File: src/sv/fta_pkg.sv
`timescale 1ns / 1ps
// ----------------------------------------------------------------------------
// fta_pkg
// Shared widths, register codes, reset values and structs of the fixed
// timestep accumulator.
// ----------------------------------------------------------------------------
package fta_pkg;

  localparam int STEP_W   = 20;
  localparam int FRAME_W  = 24;
  localparam int CAP_W    = 8;
  localparam int ALPHA_W  = 16;
  localparam int CFG_IDX_W = 2;
  localparam int CFG_DAT_W = 24;

  localparam logic [CFG_IDX_W-1:0] CFG_FIXED_STEP = 2'd0;
  localparam logic [CFG_IDX_W-1:0] CFG_MAX_FRAME  = 2'd1;
  localparam logic [CFG_IDX_W-1:0] CFG_MAX_STEPS  = 2'd2;

  localparam logic [STEP_W-1:0]  FIXED_STEP_RST = 20'd16667;
  localparam logic [FRAME_W-1:0] MAX_FRAME_RST  = 24'd250000;
  localparam logic [CAP_W-1:0]   MAX_STEPS_RST  = 8'd8;

  typedef struct packed {
    logic [STEP_W-1:0]  fixed_step;
    logic [FRAME_W-1:0] max_frame;
    logic [CAP_W-1:0]   max_steps;
  } fta_cfg_t;

  typedef struct packed {
    logic busy;
    logic done;
  } fta_div_stat_t;

endpackage

File: src/sv/fta_cfg.sv
`timescale 1ns / 1ps
// ----------------------------------------------------------------------------
// fta_cfg
// Configuration register file: fixed step, frame clamp and step cap.
// ----------------------------------------------------------------------------
module fta_cfg (
  input  logic                           clk,
  input  logic                           rst,
  input  logic                           cfg_we,
  input  logic [fta_pkg::CFG_IDX_W-1:0]  cfg_index,
  input  logic [fta_pkg::CFG_DAT_W-1:0]  cfg_wdata,
  output fta_pkg::fta_cfg_t              cfg
);

  fta_pkg::fta_cfg_t regs;
  fta_pkg::fta_cfg_t regs_next;

  always_comb begin
    regs_next = regs;
    if (cfg_we) begin
      unique case (cfg_index)
        fta_pkg::CFG_FIXED_STEP: begin
          // drop a zero step, keep the old one
          if (cfg_wdata[fta_pkg::STEP_W-1:0] != '0) begin
            regs_next.fixed_step = cfg_wdata[fta_pkg::STEP_W-1:0];
          end
        end
        fta_pkg::CFG_MAX_FRAME: begin
          regs_next.max_frame = cfg_wdata[fta_pkg::FRAME_W-1:0];
        end
        fta_pkg::CFG_MAX_STEPS: begin
          regs_next.max_steps = cfg_wdata[fta_pkg::CAP_W-1:0];
        end
        default: begin
          regs_next = regs;
        end
      endcase
    end
  end

  always_ff @(posedge clk) begin
    if (rst) begin
      regs.fixed_step <= fta_pkg::FIXED_STEP_RST;
      regs.max_frame  <= fta_pkg::MAX_FRAME_RST;
      regs.max_steps  <= fta_pkg::MAX_STEPS_RST;
    end else begin
      regs <= regs_next;
    end
  end

  assign cfg = regs;

endmodule

File: src/sv/fta_div.sv
`timescale 1ns / 1ps
// ----------------------------------------------------------------------------
// fta_div
// Iterative restoring divider, one quotient bit per cycle. The partial
// remainder can be preloaded so a second pass continues a division.
// ----------------------------------------------------------------------------
module fta_div #(
  parameter int DW = 25,
  parameter int CW = 5
) (
  input  logic                         clk,
  input  logic                         rst,
  input  logic                         start,
  input  logic [fta_pkg::STEP_W-1:0]   rem_init,
  input  logic [DW-1:0]                dividend,
  input  logic [CW-1:0]                nbits,
  input  logic [fta_pkg::STEP_W-1:0]   divisor,
  output fta_pkg::fta_div_stat_t       stat,
  output logic [DW-1:0]                quotient,
  output logic [fta_pkg::STEP_W-1:0]   remainder
);

  logic [fta_pkg::STEP_W-1:0] rem;
  logic [DW-1:0]              dvd;
  logic [DW-1:0]              quo;
  logic [CW-1:0]              cnt;
  logic                       busy;
  logic                       done;

  logic [fta_pkg::STEP_W+1:0] trial;
  logic                       ge;

  assign trial = {1'b0, rem, dvd[DW-1]} - {2'b00, divisor};
  assign ge    = ~trial[fta_pkg::STEP_W+1];

  always_ff @(posedge clk) begin
    if (rst) begin
      busy <= 1'b0;
      done <= 1'b0;
      cnt  <= '0;
    end else begin
      done <= 1'b0;
      if (start) begin
        busy <= 1'b1;
        cnt  <= nbits;
      end else if (busy) begin
        cnt <= cnt - CW'(1);
        if (cnt == CW'(1)) begin
          busy <= 1'b0;
          done <= 1'b1;
        end
      end
    end
  end

  always_ff @(posedge clk) begin
    if (start) begin
      rem <= rem_init;
      dvd <= dividend;
      quo <= '0;
    end else if (busy) begin
      // subtract when the shifted remainder reaches the divisor, else restore
      rem <= ge ? trial[fta_pkg::STEP_W-1:0] : {rem[fta_pkg::STEP_W-2:0], dvd[DW-1]};
      dvd <= {dvd[DW-2:0], 1'b0};
      quo <= {quo[DW-2:0], ge};
    end
  end

  assign stat.busy = busy;
  assign stat.done = done;
  assign quotient  = quo;
  assign remainder = rem;

endmodule

File: src/sv/fixed_timestep_accumulator_unit.sv
`timescale 1ns / 1ps
// Processing: the shared bit-serial divider first yields AW step-count bits, where
//   AW = max(min(TIME_BITS, 24), 20) + 1, then 16 fraction bits; a new frame
//   is accepted only after the previous result has moved to the output register.
// Reset (synchronous, rst high): accumulator cleared, registers to defaults.
// ----------------------------------------------------------------------------
// fixed_timestep_accumulator_unit
// Clamps frame time, adds it to the accumulator, counts fixed steps up to a
// cap and produces remainder and Q0.16 interpolation fraction.
// ----------------------------------------------------------------------------
module fixed_timestep_accumulator_unit #(
  parameter int TIME_BITS = 24
) (
  input  logic                           clk,
  input  logic                           rst,
  input  logic                           s_axis_tvalid,
  output logic                           s_axis_tready,
  input  logic [23:0]                    s_axis_tdata,   // [23:0] frame_dt
  output logic                           m_axis_tvalid,
  input  logic                           m_axis_tready,
  // [7:0] step_count, [27:8] remainder, [43:28] alpha, [47:44] zero
  output logic [47:0]                    m_axis_tdata,
  output logic                           m_axis_tuser,   // [0] drained
  input  logic                           cfg_we,
  input  logic [fta_pkg::CFG_IDX_W-1:0]  cfg_index,
  input  logic [fta_pkg::CFG_DAT_W-1:0]  cfg_wdata
);

  localparam int DTW = (TIME_BITS < fta_pkg::FRAME_W) ? TIME_BITS : fta_pkg::FRAME_W;
  localparam int AW  = ((DTW > fta_pkg::STEP_W) ? DTW : fta_pkg::STEP_W) + 1;
  localparam int CW  = $clog2(AW + 1);

  typedef enum logic [3:0] {
    S_IDLE = 4'b0001,
    S_QUOT = 4'b0010,
    S_FRAC = 4'b0100,
    S_DONE = 4'b1000
  } state_t;

  fta_pkg::fta_cfg_t      cfg;
  fta_pkg::fta_div_stat_t div_stat;

  state_t state;
  state_t state_next;

  logic [fta_pkg::STEP_W-1:0]  accum_time;
  logic [fta_pkg::CAP_W-1:0]   count_r;
  logic [fta_pkg::STEP_W-1:0]  rem_r;
  logic [fta_pkg::ALPHA_W-1:0] alpha_r;
  logic                        drained_r;

  logic [fta_pkg::CAP_W-1:0]   out_count;
  logic [fta_pkg::STEP_W-1:0]  out_rem;
  logic [fta_pkg::ALPHA_W-1:0] out_alpha;
  logic                        out_drained;
  logic                        out_valid;

  logic [DTW-1:0]              dt;
  logic [DTW-1:0]              limit;
  logic [DTW-1:0]              dt_clamped;
  logic [AW-1:0]               acc;

  logic                        in_fire;
  logic                        out_free;
  logic                        div_start;
  logic [fta_pkg::STEP_W-1:0]  div_rem_init;
  logic [AW-1:0]               div_dividend;
  logic [CW-1:0]               div_nbits;
  logic [AW-1:0]               div_quo;
  logic [fta_pkg::STEP_W-1:0]  div_rem;
  logic                        over_cap;

  fta_cfg u_cfg (
    .clk       (clk),
    .rst       (rst),
    .cfg_we    (cfg_we),
    .cfg_index (cfg_index),
    .cfg_wdata (cfg_wdata),
    .cfg       (cfg)
  );

  assign dt         = s_axis_tdata[DTW-1:0];
  assign limit      = cfg.max_frame[DTW-1:0];
  assign dt_clamped = (dt > limit) ? limit : dt;
  assign acc        = AW'(accum_time) + AW'(dt_clamped);

  assign s_axis_tready = (state == S_IDLE);
  assign in_fire       = s_axis_tvalid & s_axis_tready;
  assign out_free      = ~out_valid | m_axis_tready;
  assign over_cap      = div_quo > AW'(cfg.max_steps);

  // first pass divides the accumulator, second continues from its remainder
  always_comb begin
    div_start    = 1'b0;
    div_rem_init = '0;
    div_dividend = acc;
    div_nbits    = CW'(AW);
    if (state == S_IDLE) begin
      div_start = in_fire;
    end else if (state == S_QUOT) begin
      div_start    = div_stat.done;
      div_rem_init = div_rem;
      div_dividend = '0;
      div_nbits    = CW'(fta_pkg::ALPHA_W);
    end
  end

  fta_div #(
    .DW (AW),
    .CW (CW)
  ) u_div (
    .clk       (clk),
    .rst       (rst),
    .start     (div_start),
    .rem_init  (div_rem_init),
    .dividend  (div_dividend),
    .nbits     (div_nbits),
    .divisor   (cfg.fixed_step),
    .stat      (div_stat),
    .quotient  (div_quo),
    .remainder (div_rem)
  );

  always_comb begin
    state_next = state;
    unique case (state)
      S_IDLE: if (in_fire) state_next = S_QUOT;
      S_QUOT: if (div_stat.done) state_next = S_FRAC;
      S_FRAC: if (div_stat.done) state_next = S_DONE;
      S_DONE: if (out_free) state_next = S_IDLE;
      default: state_next = S_IDLE;
    endcase
  end

  always_ff @(posedge clk) begin
    if (rst) begin
      state      <= S_IDLE;
      accum_time <= '0;
      out_valid  <= 1'b0;
    end else begin
      state <= state_next;
      if (state == S_QUOT && div_stat.done) begin
        accum_time <= div_rem;
      end
      if (state == S_DONE && out_free) begin
        out_valid <= 1'b1;
      end else if (m_axis_tready) begin
        out_valid <= 1'b0;
      end
    end
  end

  always_ff @(posedge clk) begin
    if (state == S_QUOT && div_stat.done) begin
      // saturate the step count at the cap; any excess is drained
      count_r   <= over_cap ? cfg.max_steps : div_quo[fta_pkg::CAP_W-1:0];
      drained_r <= over_cap;
      rem_r     <= div_rem;
    end
    if (state == S_FRAC && div_stat.done) begin
      alpha_r <= div_quo[fta_pkg::ALPHA_W-1:0];
    end
    if (state == S_DONE && out_free) begin
      out_count   <= count_r;
      out_rem     <= rem_r;
      out_alpha   <= alpha_r;
      out_drained <= drained_r;
    end
  end

  assign m_axis_tvalid = out_valid;
  assign m_axis_tdata  = {4'b0000, out_alpha, out_rem, out_count};
  assign m_axis_tuser  = out_drained;

`ifndef SYNTHESIS
  a_ready_not_busy: assert property (@(posedge clk) disable iff (rst)
    s_axis_tready |-> !div_stat.busy)
    else $error("input ready while divider busy");

  a_accept_starts_div: assert property (@(posedge clk) disable iff (rst)
    (s_axis_tvalid && s_axis_tready) |=> (div_stat.busy && state == S_QUOT))
    else $error("accepted transaction did not start the divider");

  a_done_pulse: assert property (@(posedge clk) disable iff (rst)
    div_stat.done |=> !div_stat.done)
    else $error("divider done held longer than one cycle");

  a_drain_at_cap: assert property (@(posedge clk) disable iff (rst)
    (state == S_DONE && drained_r) |-> (count_r == cfg.max_steps))
    else $error("drained without step count at cap");

  a_rem_below_step: assert property (@(posedge clk) disable iff (rst)
    (state == S_DONE) |-> (rem_r < cfg.fixed_step))
    else $error("remainder not below fixed step");
`endif

endmodule
File: config.mk
export PLATFORM = sky130hd
export DESIGN_NAME = fixed_timestep_accumulator_unit
export DESIGN_NICKNAME = d
export VERILOG_FILES = /design/src/sv/fta_pkg.sv /design/src/sv/fta_cfg.sv /design/src/sv/fta_div.sv /design/src/sv/fixed_timestep_accumulator_unit.sv
export SDC_FILE = /design/constraint.sdc
export NUM_CORES = 1
export LEC_CHECK = 0
export ABC_AREA = 1
export BUFFER_PORTS_ARGS = -buffer_cell sky130_fd_sc_hd__buf_2
export CORE_MARGIN = 4
export CORE_UTILIZATION = 39
export DETAILED_ROUTE_END_ITERATION = 8
export PLACE_DENSITY = 0.6
export REMOVE_ABC_BUFFERS = 1
export SLEW_MARGIN = 10
export SYNTH_ARGS = -nofsm -noshare
export SYNTH_HDL_FRONTEND = slang
export SYNTH_SLANG_ARGS = --single-unit
File: constraint.sdc
create_clock -name clk -period 10.8 [get_ports clk]
set_input_delay 3.24 -clock clk [delete_from_list [all_inputs] [get_ports clk]]
set_output_delay 3.24 -clock clk [all_outputs]
set_load 0.005 [all_outputs]
==> results of run 1 <==
## layout make-up
| type | count | area, um2 |
|---|---|---|
| fillers | 2936 | 16200 |
| flip-flops and latches | 244 | 6240 |
| multi-input cells | 867 | 4930 |
| clock buffers | 32 | 694 |
| inverters | 157 | 589 |
| repair buffers | 107 | 551 |
| well taps | 390 | 488 |
| clock inverters | 18 | 216 |
## kinds of logic after synthesis
logic type / share of synthesized area [%]
AO/OA/AOI/OAI: 16.1
other: 0.0313
XOR/XNOR: 1.39
AND/OR/NAND/NOR: 15.3
adder cells (fa/ha/maj): 8.06
buffers and inverters: 7.04
flip-flops: 52.0
## per-stage QoR
step	total power [mW]	area [um2]	util (%)	instances	hold WS, ns
after floorplan	1.68	11700	-	1268	0.400
after global placement	1.89	12800	42.7	1765	0.401
after detailed placement	1.89	12800	42.7	1765	0.405
after CTS	2.84	13700	45.7	1815	0.413
after global routing	2.99	13700	45.8	1815	0.418
final	2.82	13700	45.8	1815	0.415
## Yosys cell counts, types with 2 or more instances
| cell type | number | area, um2 |
|---|---|---|
| or2_2 | 2 | 12.5 |
| nand2_1 | 249 | 935 |
| nor2_2 | 5 | 31.3 |
| inv_2 | 3 | 11.3 |
| a21o_1 | 7 | 52.6 |
| clkbuf_1 | 21 | 78.8 |
| a21oi_1 | 142 | 711 |
| a21boi_0 | 5 | 37.5 |
| a31oi_1 | 5 | 31.3 |
| buf_2 | 16 | 80.1 |
| o21ai_1 | 7 | 35.0 |
| nor4_1 | 11 | 68.8 |
| nand4_2 | 2 | 25.0 |
| nand2_4 | 3 | 33.8 |
| nor3_1 | 17 | 85.1 |
| xnor2_1 | 7 | 61.3 |
| nand3_1 | 40 | 200 |
| o21ai_0 | 124 | 621 |
| o31ai_1 | 2 | 15.0 |
| xor2_1 | 12 | 105 |
| o21ai_2 | 3 | 26.3 |
| nor2_1 | 61 | 229 |
| nand4_1 | 14 | 87.6 |
| inv_1 | 153 | 574 |
| nand3_2 | 3 | 30.0 |
| edfxtp_1 | 135 | 4050 |
| nand2_2 | 7 | 43.8 |
| dfxtp_1 | 109 | 2180 |
| ha_1 | 74 | 926 |
| buf_4 | 10 | 75.1 |
| o21bai_1 | 7 | 52.6 |
| o22ai_1 | 24 | 150 |
| o211ai_1 | 16 | 120 |
| fa_1 | 2 | 40.0 |
## placed cells by master (no fill, tap or decap), types with 3 or more instances in the layout
cell,synthesis,layout
clkinv_1,1,7
nand3_1,40,40
clkbuf_16,0,27
xnor2_1,7,7
nand4_1,14,14
a21boi_0,5,5
a31oi_1,5,5
buf_2,16,101
o211ai_1,16,16
nor3_1,17,16
inv_1,153,152
a21o_1,7,7
nand2_1,249,249
o21ai_0,124,124
clkbuf_1,21,5
nand2_4,3,3
dfxtp_1,109,109
bufinv_16,0,4
conb_1,1,4
o21ai_1,7,7
inv_2,3,3
o22ai_1,24,24
edfxtp_1,135,135
nor2_1,61,60
o21ai_2,3,3
buf_4,10,6
a21oi_1,142,142
ha_1,74,74
nand2_2,7,7
xor2_1,12,12
nor2_2,5,5
nor4_1,11,11
clkinv_2,0,3
nand3_2,3,3
clkinvlp_4,0,3
o21bai_1,7,7
## report_power, final
part           switching, mW  internal [mW]
clock network          0.384          0.560
registers             0.0743           1.10
logic                  0.456          0.244
total                  0.914           1.90
## state kept, by name, summed over array words and instances, names as in the netlist, 20 cells and up
signal           count
accum_time          20
out_rem             20
rem_r               20
u_cfg.cfg           52
u_div.dvd           25
u_div.quotient      25
u_div.remainder     20
## how the worst max path moves through the flow
stage / to / slack [ns] / depth (start not counted)
finish: u_div.dvd[15] / 4.23 / 23
global route: u_div.dvd[10] / 3.81 / 21
CTS: u_div.dvd[11] / 4.22 / 19
detailed placement: u_div.dvd[11] / 3.62 / 21
global placement: u_div.dvd[18] / 3.71 / 21
floorplan: u_div.dvd[15] / 4.55 / 22
## routing by layer
metal	global-route usage [%]	vias up
met5	0	-
met4	4.77	0
met3	2.24	52
met2	27.1	230
met1	25.0	4457
li1	-	4700
==> results.yml, run 1 <==
cts:
  clock_latency_ns: 0.55
  clkTransAtPathRegs_ns: 0.06
  cts_resized: 0
  cts_max_path_buffers: 3
  ctsRootBufferMaster: "clkbuf_16"
  numClockSinks: 244
  htree_levels: 1
  hold_buffers: 0
  cts-buffers-inserted: 27
  cts_tree: "built"
  post_cts_buffers: 0
power_and_ir_drop:
  peakVddDrop_v: 0.000119
  p_leak_nw: 5.65
  p_per_area_mw_per_mm2: 206
worst_hold_path:
  min_from: "alpha_r[12]"
  hold_path_depth: 0
  hold_class: "reg2reg"
  holdPathEnd: "out_alpha[12]"
floorplanning:
  rows: 63
  ios: 106
  die_w_um: 183
  core_mm2: 0.0300
  die_y_um: 183
  start_util_pct: 40.0
  die_area_mm2: 0.0336
critical_path:
  path_class: "in2reg"
  r2r_start: "u_cfg.cfg[23]"
  crit_family: "simple AND/OR/NAND/NOR gates"
  cp.arrival_ns: 6.88
  timing.rr.end: "u_div.dvd[15]"
  cp.buffers_inverters: 2
  start_kind: "primary input"
  critical_path.most_common_cell: "nand2_1"
  worst-r2r-setup-slack_ns: 6.65
  r2r_cells: 23
  critical_path.max_stage_delay_ns: 0.43
  critPathRequiredTime_ns: 11.11
  path_cells: "buf_2 -> ha_1 -> nand2_1 -> nor2_2 -> nand4_1 -> nor2_2 -> nand2_1 -> nand3_2 -> nand2_4 -> o21ai_0 -> ha_1 -> nand3_1 -> nand3_1 -> a21boi_0 -> inv_1 -> nand2_1 -> o21bai_1 -> nand2_1 -> nand2_1 -> nand3_1 -> nand3_1 -> nand3_1 -> nand2_1"
  worst-path-max-fanout: 49
  endpoint_kind: "flop"
  cp_slowest_cell: "o21ai_0"
  crit_start: "s_axis_tdata[15]"
drt:
  antenna_left: 0
  wl_met3_um: 1460
  wl_met1_um: 14500
  wl_per_cell_um: 16.4
  highest_layer: "met4"
  totalWireLength_um: 29800
  vias: 9439
  remaining_drc_errors: 0
  dr.pass1.iters: 5
  via_per_inst: 5.20
  met2_length_um: 13100
  first_iter_violations: 644
timing:
  hold_viol_final: 0
  setup_viol: 0
  tns_ns: 0
  rsz0062_at_grt: "false"
  max-slew-margin-rel_pct: 33.6
  fin_skew_ns: 0.00906
  worst_slew_pin_slew_ns: 0.994
  finalWorstSetupSlack_ns: 4.23
  post-route-min-period_ns: 6.57
  period_share_pct: 60.9
  slew_violations: 0
  fmax_mhz: 152
logic_synthesis:
  ys_warn_count: 0
  synth.distinct_cells: 49
  ys_seq_area_share_pct: 52.0
  syn_area_per_cell_um2: 9.13
  netlist_area_mm2: 0.0120
  synth_cells: 1313
  async_flop_share_pct: 0
  synth_edf_count: 135
  yosys_most_used_dff: "edfxtp_1"
  synth_seq_cells: 244
placement:
  gp_congestion: 0.898
  port_buffers: 101
  dp.final_hpwl_um: 21900
  dp_worst_setup_slack_ns: 3.62
finish:
  drive_above_1_share_pct: 12.8
  diodes: 0
  synthToLayoutAreaGrowth_pct: 14.4
  final_net_count: 1535
grt:
  grt_pass1_vias: 8846
  grt_overflow: 0
  grt_usage_pct: 17.2
  grt_pass1_wl_um: 46800
  antenna_found_initial: 0
  grt_max_degree: 58
run:
  cap_violations: 0
run_status:
  status: "finished clean"
Note: power is estimated with default switching activity, not from simulation.
==> run 2, diff against run 1 <==
Settings changed: ABC_AREA 1 to 0.
Clock period 10.8 ns to 6.7 ns, I/O delays scaled along.
==> run 2 against run 1 <==
Compared with the run above:
- clock skew is 0.0073 ns higher
- critical endpoint is now u_div.dvd[18]
- clock power is 62% higher
- synthesized area is 0.73% lower
- utilization is 0.12 points higher
- largest cell class unchanged
- combinational power is 61% higher
==> results.yml, run 2 <==
critical_path:
  cp.arrival_ns: 6.39
  crit_start: "s_axis_tdata[22]"
  crit_end: "u_div.dvd[18]"
  start_kind: "primary input"
  critPathRequiredTime_ns: 6.95
  cp_slowest_cell: "a2111oi_2"
  cp.depth: 17
  crit_family: "compound AO/OA/AOI/OAI gates"
  path_class: "in2reg"
  r2r_cells: 17
  timing.rr.end: "u_div.dvd[18]"
  r2r_start: "u_cfg.cfg[29]"
  critical_path.most_common_cell: "o21ai_0"
  critical_path.max_stage_delay_ns: 0.54
  worst-path-max-fanout: 44
  endpoint_kind: "flop"
  worst-r2r-setup-slack_ns: 1.72
  path_cells: "buf_2 -> ha_1 -> and3_1 -> nand4_1 -> nor4_1 -> a21o_1 -> buf_4 -> o21ai_0 -> fa_1 -> a21o_1 -> a21o_1 -> a2111oi_2 -> o21ai_0 -> a31oi_1 -> o21ai_0 -> xnor2_1 -> o21ai_0"
  cp.buffers_inverters: 2
placement:
  dp.final_hpwl_um: 19700
  gp_congestion: 0.885
  port_buffers: 101
  placed_cells: 1620
logic_synthesis:
  async_flop_share_pct: 0
  syn_area_per_cell_um2: 10.2
  synthTopCellsByCount: "161 x nand2_1, 135 x edfxtp_1, 109 x dfxtp_1"
  synth_edf_count: 135
  synth_cells: 1164
  netlist.area_leader.share_pct: 34.1
  netlist_area_mm2: 0.0119
  synth.area.top_cells: "edfxtp_1 34%, dfxtp_1 18%, ha_1 7.8%"
  yosys_most_used_dff: "edfxtp_1"
  synth_seq_cells: 244
  ys_warn_count: 0
  synth.distinct_cells: 66
  ys_seq_area_share_pct: 52.4
  yosys.area.top_type: "edfxtp_1"
  synth.most_common_cell: "nand2_1"
cts:
  post_cts_buffers: 0
  ctsRootBufferMaster: "clkbuf_16"
  htree_levels: 1
  clkTransAtPathRegs_ns: 0.06
  hold_buffers: 0
  numClockSinks: 244
  cts_tree: "built"
  clock_latency_ns: 0.55
  cts_max_path_buffers: 3
  cts_resized: 0
  cts-buffers-inserted: 27
floorplanning:
  die_y_um: 183
  ios: 106
  die_area_mm2: 0.0334
  start_util_pct: 39.8
  die_w_um: 183
  core_mm2: 0.0299
  rows: 63
finish:
  layout_commonest_cell: "nand2_1"
  drive_above_1_share_pct: 13.8
  multiInputGateArea_mm2: 0.00524
  final_net_count: 1390
  fill_cells: 2876
  largest_reg_flops: 52
  synthToLayoutAreaGrowth_pct: 15.2
  instances_no_fill: 1671
  mostFrequentLayoutCells: "161 x nand2_1, 135 x edfxtp_1, 109 x dfxtp_1, 102 x nor2_1, 101 x buf_2"
  final-seq-area_mm2: 0.00624
drt:
  first_iter_violations: 567
  via_per_inst: 5.22
  remaining_drc_errors: 0
  highest_layer: "met5"
  wl_met1_um: 12900
  antenna_left: 0
  totalWireLength_um: 27500
  met2_length_um: 12300
  vias: 8723
  wl_met3_um: 1620
  wl_per_cell_um: 16.5
  dr.pass1.iters: 5
grt:
  grt_overflow: 0
  grt_max_degree: 85
  grt_usage_pct: 16.3
  antenna_found_initial: 4
  grt_pass1_wl_um: 44500
  grt_pass1_vias: 8445
timing:
  hold_ws_ns: 0.411
  setup_viol: 0
  post-route-min-period_ns: 6.13
  tns_ns: 0
  slew_violations: 0
  max-slew-margin-rel_pct: 23.9
  fmax_mhz: 163
  rsz0062_at_grt: "false"
  worst_slew_pin_slew_ns: 1.14
  fin_skew_ns: 0.0164
  period_share_pct: 91.5
  hold_viol_final: 0
worst_hold_path:
  hold_class: "reg2reg"
  hold_path_depth: 0
power_and_ir_drop:
  p_per_area_mw_per_mm2: 334
  peakVddDrop_v: 0.000196
  p_leak_nw: 5.52
run:
  cap_violations: 0
run_status:
  status: "finished clean"
## run 2: cell types whose count changed after synthesis, moves of 15 or more
cell      previous run  this run
clkbuf_1            21        39
mux2i_1              0        51
inv_1              153        61
o21ai_0            124        69
a21oi_1            142        92
nand2_1            249       161
nor2_1              61       103
o22ai_1             24         3
nand3_1             40        10
a21o_1               7        22
## run 2: worst min path at each step
stage / end / from
5_1_grt: out_rem[1] / rem_r[1]
3_5_place_dp: out_alpha[5] / alpha_r[5]
6_report: out_rem[8] / rem_r[8]
2_1_floorplan: m_axis_tuser / drained_r
3_3_place_gp: out_alpha[1] / alpha_r[1]
4_1_cts: out_rem[8] / rem_r[8]
## run 2: per-layer routing
metal | track usage [%] | up-vias
met5 | 0 | -
met4 | 3.87 | 8
met3 | 2.71 | 46
met2 | 26.2 | 201
met1 | 23.1 | 4099
li1 | - | 4369
## run 2: power breakdown
part / internal, mW / total, mW / switching (mW)
clock network: 0.919 / 1.53 / 0.607
registers: 1.79 / 1.92 / 0.132
logic: 0.472 / 1.13 / 0.662
## run 2: final cells by class
type / instances / share of cell area, %
flip-flops and latches: 244 / 45.5
inverters: 61 / 1.67
diodes: 1 / 0.0183
well taps: 390 / 3.56
clock inverters: 11 / 1.06
multi-input cells: 812 / 38.2
clock buffers: 39 / 5.63
repair buffers: 113 / 4.35
## run 2: kinds of logic after synthesis
kind of cell    Yosys count  synth area share (%)
compound gates          269                  14.1
flops                   244                  52.4
buf+inv                 111                  3.72
fa+ha+maj                76                  8.12
other cells               1                0.0315
mux                      63                  5.43
xor+xnor                 31                  2.28
simple gates            369                  13.9
## run 2: per-stage QoR
step / area, um2 / util [%] / total power, mW / setup slack [ns]
3_3_place_gp: 12800 / 42.8 / 3.06 / 0.154
6_report: 13700 / 45.9 / 4.58 / 0.567
5_1_grt: 13700 / 45.9 / 4.85 / 0.172
2_1_floorplan: 11700 / - / 2.76 / 0.112
3_5_place_dp: 12800 / 42.8 / 3.08 / -0.00434
4_1_cts: 13700 / 45.9 / 4.62 / 0.550
==> run 3, diff against run 2 <==
Settings changed: BUFFER_PORTS_ARGS -buffer_cell sky130_fd_sc_hd__buf_2 to not set, DONT_BUFFER_PORTS set to 1, PLACE_DENSITY 0.6 to 0.57.
==> run 3 against run 2 <==
Compared with the run above:
- combinational power hardly changed
- sequential cell count stayed put
- worst setup slack better by 0.21 ns
- critical path depth is 1 lower
- design area is 3.1% lower
- via count is 4.4% lower
- sequential share of layout area is 1.4 points higher
- global-route usage is 0.15 points lower
- non-clock buffer count is 101 lower
- critical endpoint is now u_div.dvd[16]
==> results.yml, run 3 (same netlist as run 2, synthesis figures left out) <==
timing:
  worst_slew_pin_slew_ns: 1.09
  finalWorstSetupSlack_ns: 0.773
  post-route-min-period_ns: 5.93
  period_share_pct: 88.5
  hold_viol_final: 0
  rsz0062_at_grt: "false"
  fin_skew_ns: 0.0130
  slew_violations: 0
  tns_ns: 0
  setup_viol: 0
  max-slew-margin-rel_pct: 27.0
  fmax_mhz: 169
finish:
  fill_cells: 2775
  synthToLayoutAreaGrowth_pct: 11.7
  layout_commonest_cell: "nand2_1"
  drive_above_1_share_pct: 6.87
  final-seq-area_mm2: 0.00624
  mostFrequentLayoutCells: "161 x nand2_1, 135 x edfxtp_1, 109 x dfxtp_1, 102 x nor2_1, 92 x a21oi_1"
  largest_reg_flops: 52
  final_net_count: 1289
  multiInputGateArea_mm2: 0.00524
  diodes: 0
cts:
  cts_resized: 0
  post_cts_buffers: 0
  cts-buffers-inserted: 27
  hold_buffers: 0
  numClockSinks: 244
  clkTransAtPathRegs_ns: 0.06
  cts_tree: "built"
  clock_latency_ns: 0.55
  cts_max_path_buffers: 3
  ctsRootBufferMaster: "clkbuf_16"
  htree_levels: 1
drt:
  antenna_left: 0
  vias: 8338
  wl_per_cell_um: 17.6
  first_iter_violations: 529
  remaining_drc_errors: 0
  dr.pass1.iters: 5
  via_per_inst: 5.31
  totalWireLength_um: 27600
critical_path:
  cp.arrival_ns: 6.23
  endpoint_kind: "flop"
  path_class: "in2reg"
  critPathRequiredTime_ns: 7.00
  worst-r2r-setup-slack_ns: 1.78
  worst-path-max-fanout: 44
  start_kind: "primary input"
grt:
  grt_usage_pct: 16.1
  grt_pass1_wl_um: 43600
  antenna_found_initial: 0
  grt_overflow: 0
  grt_max_degree: 85
  grt_pass1_vias: 8000
floorplanning:
  core_mm2: 0.0299
  die_w_um: 183
  die_area_mm2: 0.0334
  start_util_pct: 39.8
  die_y_um: 183
  rows: 63
  ios: 106
placement:
  port_buffers: 0
  gp_congestion: 0.863
  dp.final_hpwl_um: 19700
  dp_worst_setup_slack_ns: 0.221
run:
  cap_violations: 0
worst_hold_path:
  hold_class: "reg2reg"
power_and_ir_drop:
  p_per_area_mw_per_mm2: 352
  p_leak_nw: 5.14
  peakVddDrop_v: 0.000220
run_status:
  status: "finished clean"
[run 3: changes by cell type in the layout (fill, tap and decap cells not counted), moves of 4 or more]
cell,previous run,this run
buf_2,101,0
clkbuf_1,8,2
inv_6,0,5
bufinv_16,3,7
[run 3: area by class of cell]
cell class	instances	share of cell area, %
sequential	244	46.9
multi-input combinational	812	39.4
clock buffer	29	5.14
tap	390	3.67
clock inverter	21	2.40
inverter	61	1.72
timing repair buffer	12	0.678
[run 3: power by group]
group	switching [mW]	internal, mW	total [mW]
Combinational	0.635	0.461	1.10
Sequential	0.133	1.79	1.92
Clock	0.636	1.02	1.66
Total	1.40	3.27	4.68
[run 3: worst paths after layout]
check / from / endpoint / depth (start not counted)
max: s_axis_tdata[23] / u_div.dvd[16] / 16
min: alpha_r[9] / out_alpha[9] / 0
max reg2reg: u_cfg.cfg[29] / u_div.dvd[16] / 17
min reg2reg: alpha_r[9] / out_alpha[9] / 0
[run 3: stage by stage]
stage | instances | area (um2) | hold slack [ns] | util [%] | total power [mW]
after global routing | 1569 | 13300 | 0.416 | 44.5 | 4.94
after floorplan | 1117 | 11700 | 0.400 | - | 2.76
after CTS | 1569 | 13300 | 0.414 | 44.5 | 4.72
after global placement | 1519 | 12300 | 0.401 | 41.1 | 3.04
after detailed placement | 1519 | 12300 | 0.405 | 41.1 | 3.05
final | 1569 | 13300 | 0.412 | 44.5 | 4.68
[run 3: layer usage]
layer  global-route usage, %  share of wire, %
met5                       0                 0
met1                    22.6                46
met2                    25.6                45
met4                    3.42               2.0
met3                    3.89               7.1
[run 3: critical path, cell delays in order]
cell and delay (ns):
ha_1 0.29, and3_1 0.20, nand4_1 0.21, nor4_1 0.34
a21o_1 0.18, buf_4 0.39, o21ai_0 0.22, fa_1 0.46
a21o_1 0.17, a21o_1 0.22, a2111oi_2 0.51, o21ai_0 0.30
a41o_1 0.30, a21oi_1 0.17, xnor2_1 0.08, a22o_1 0.17
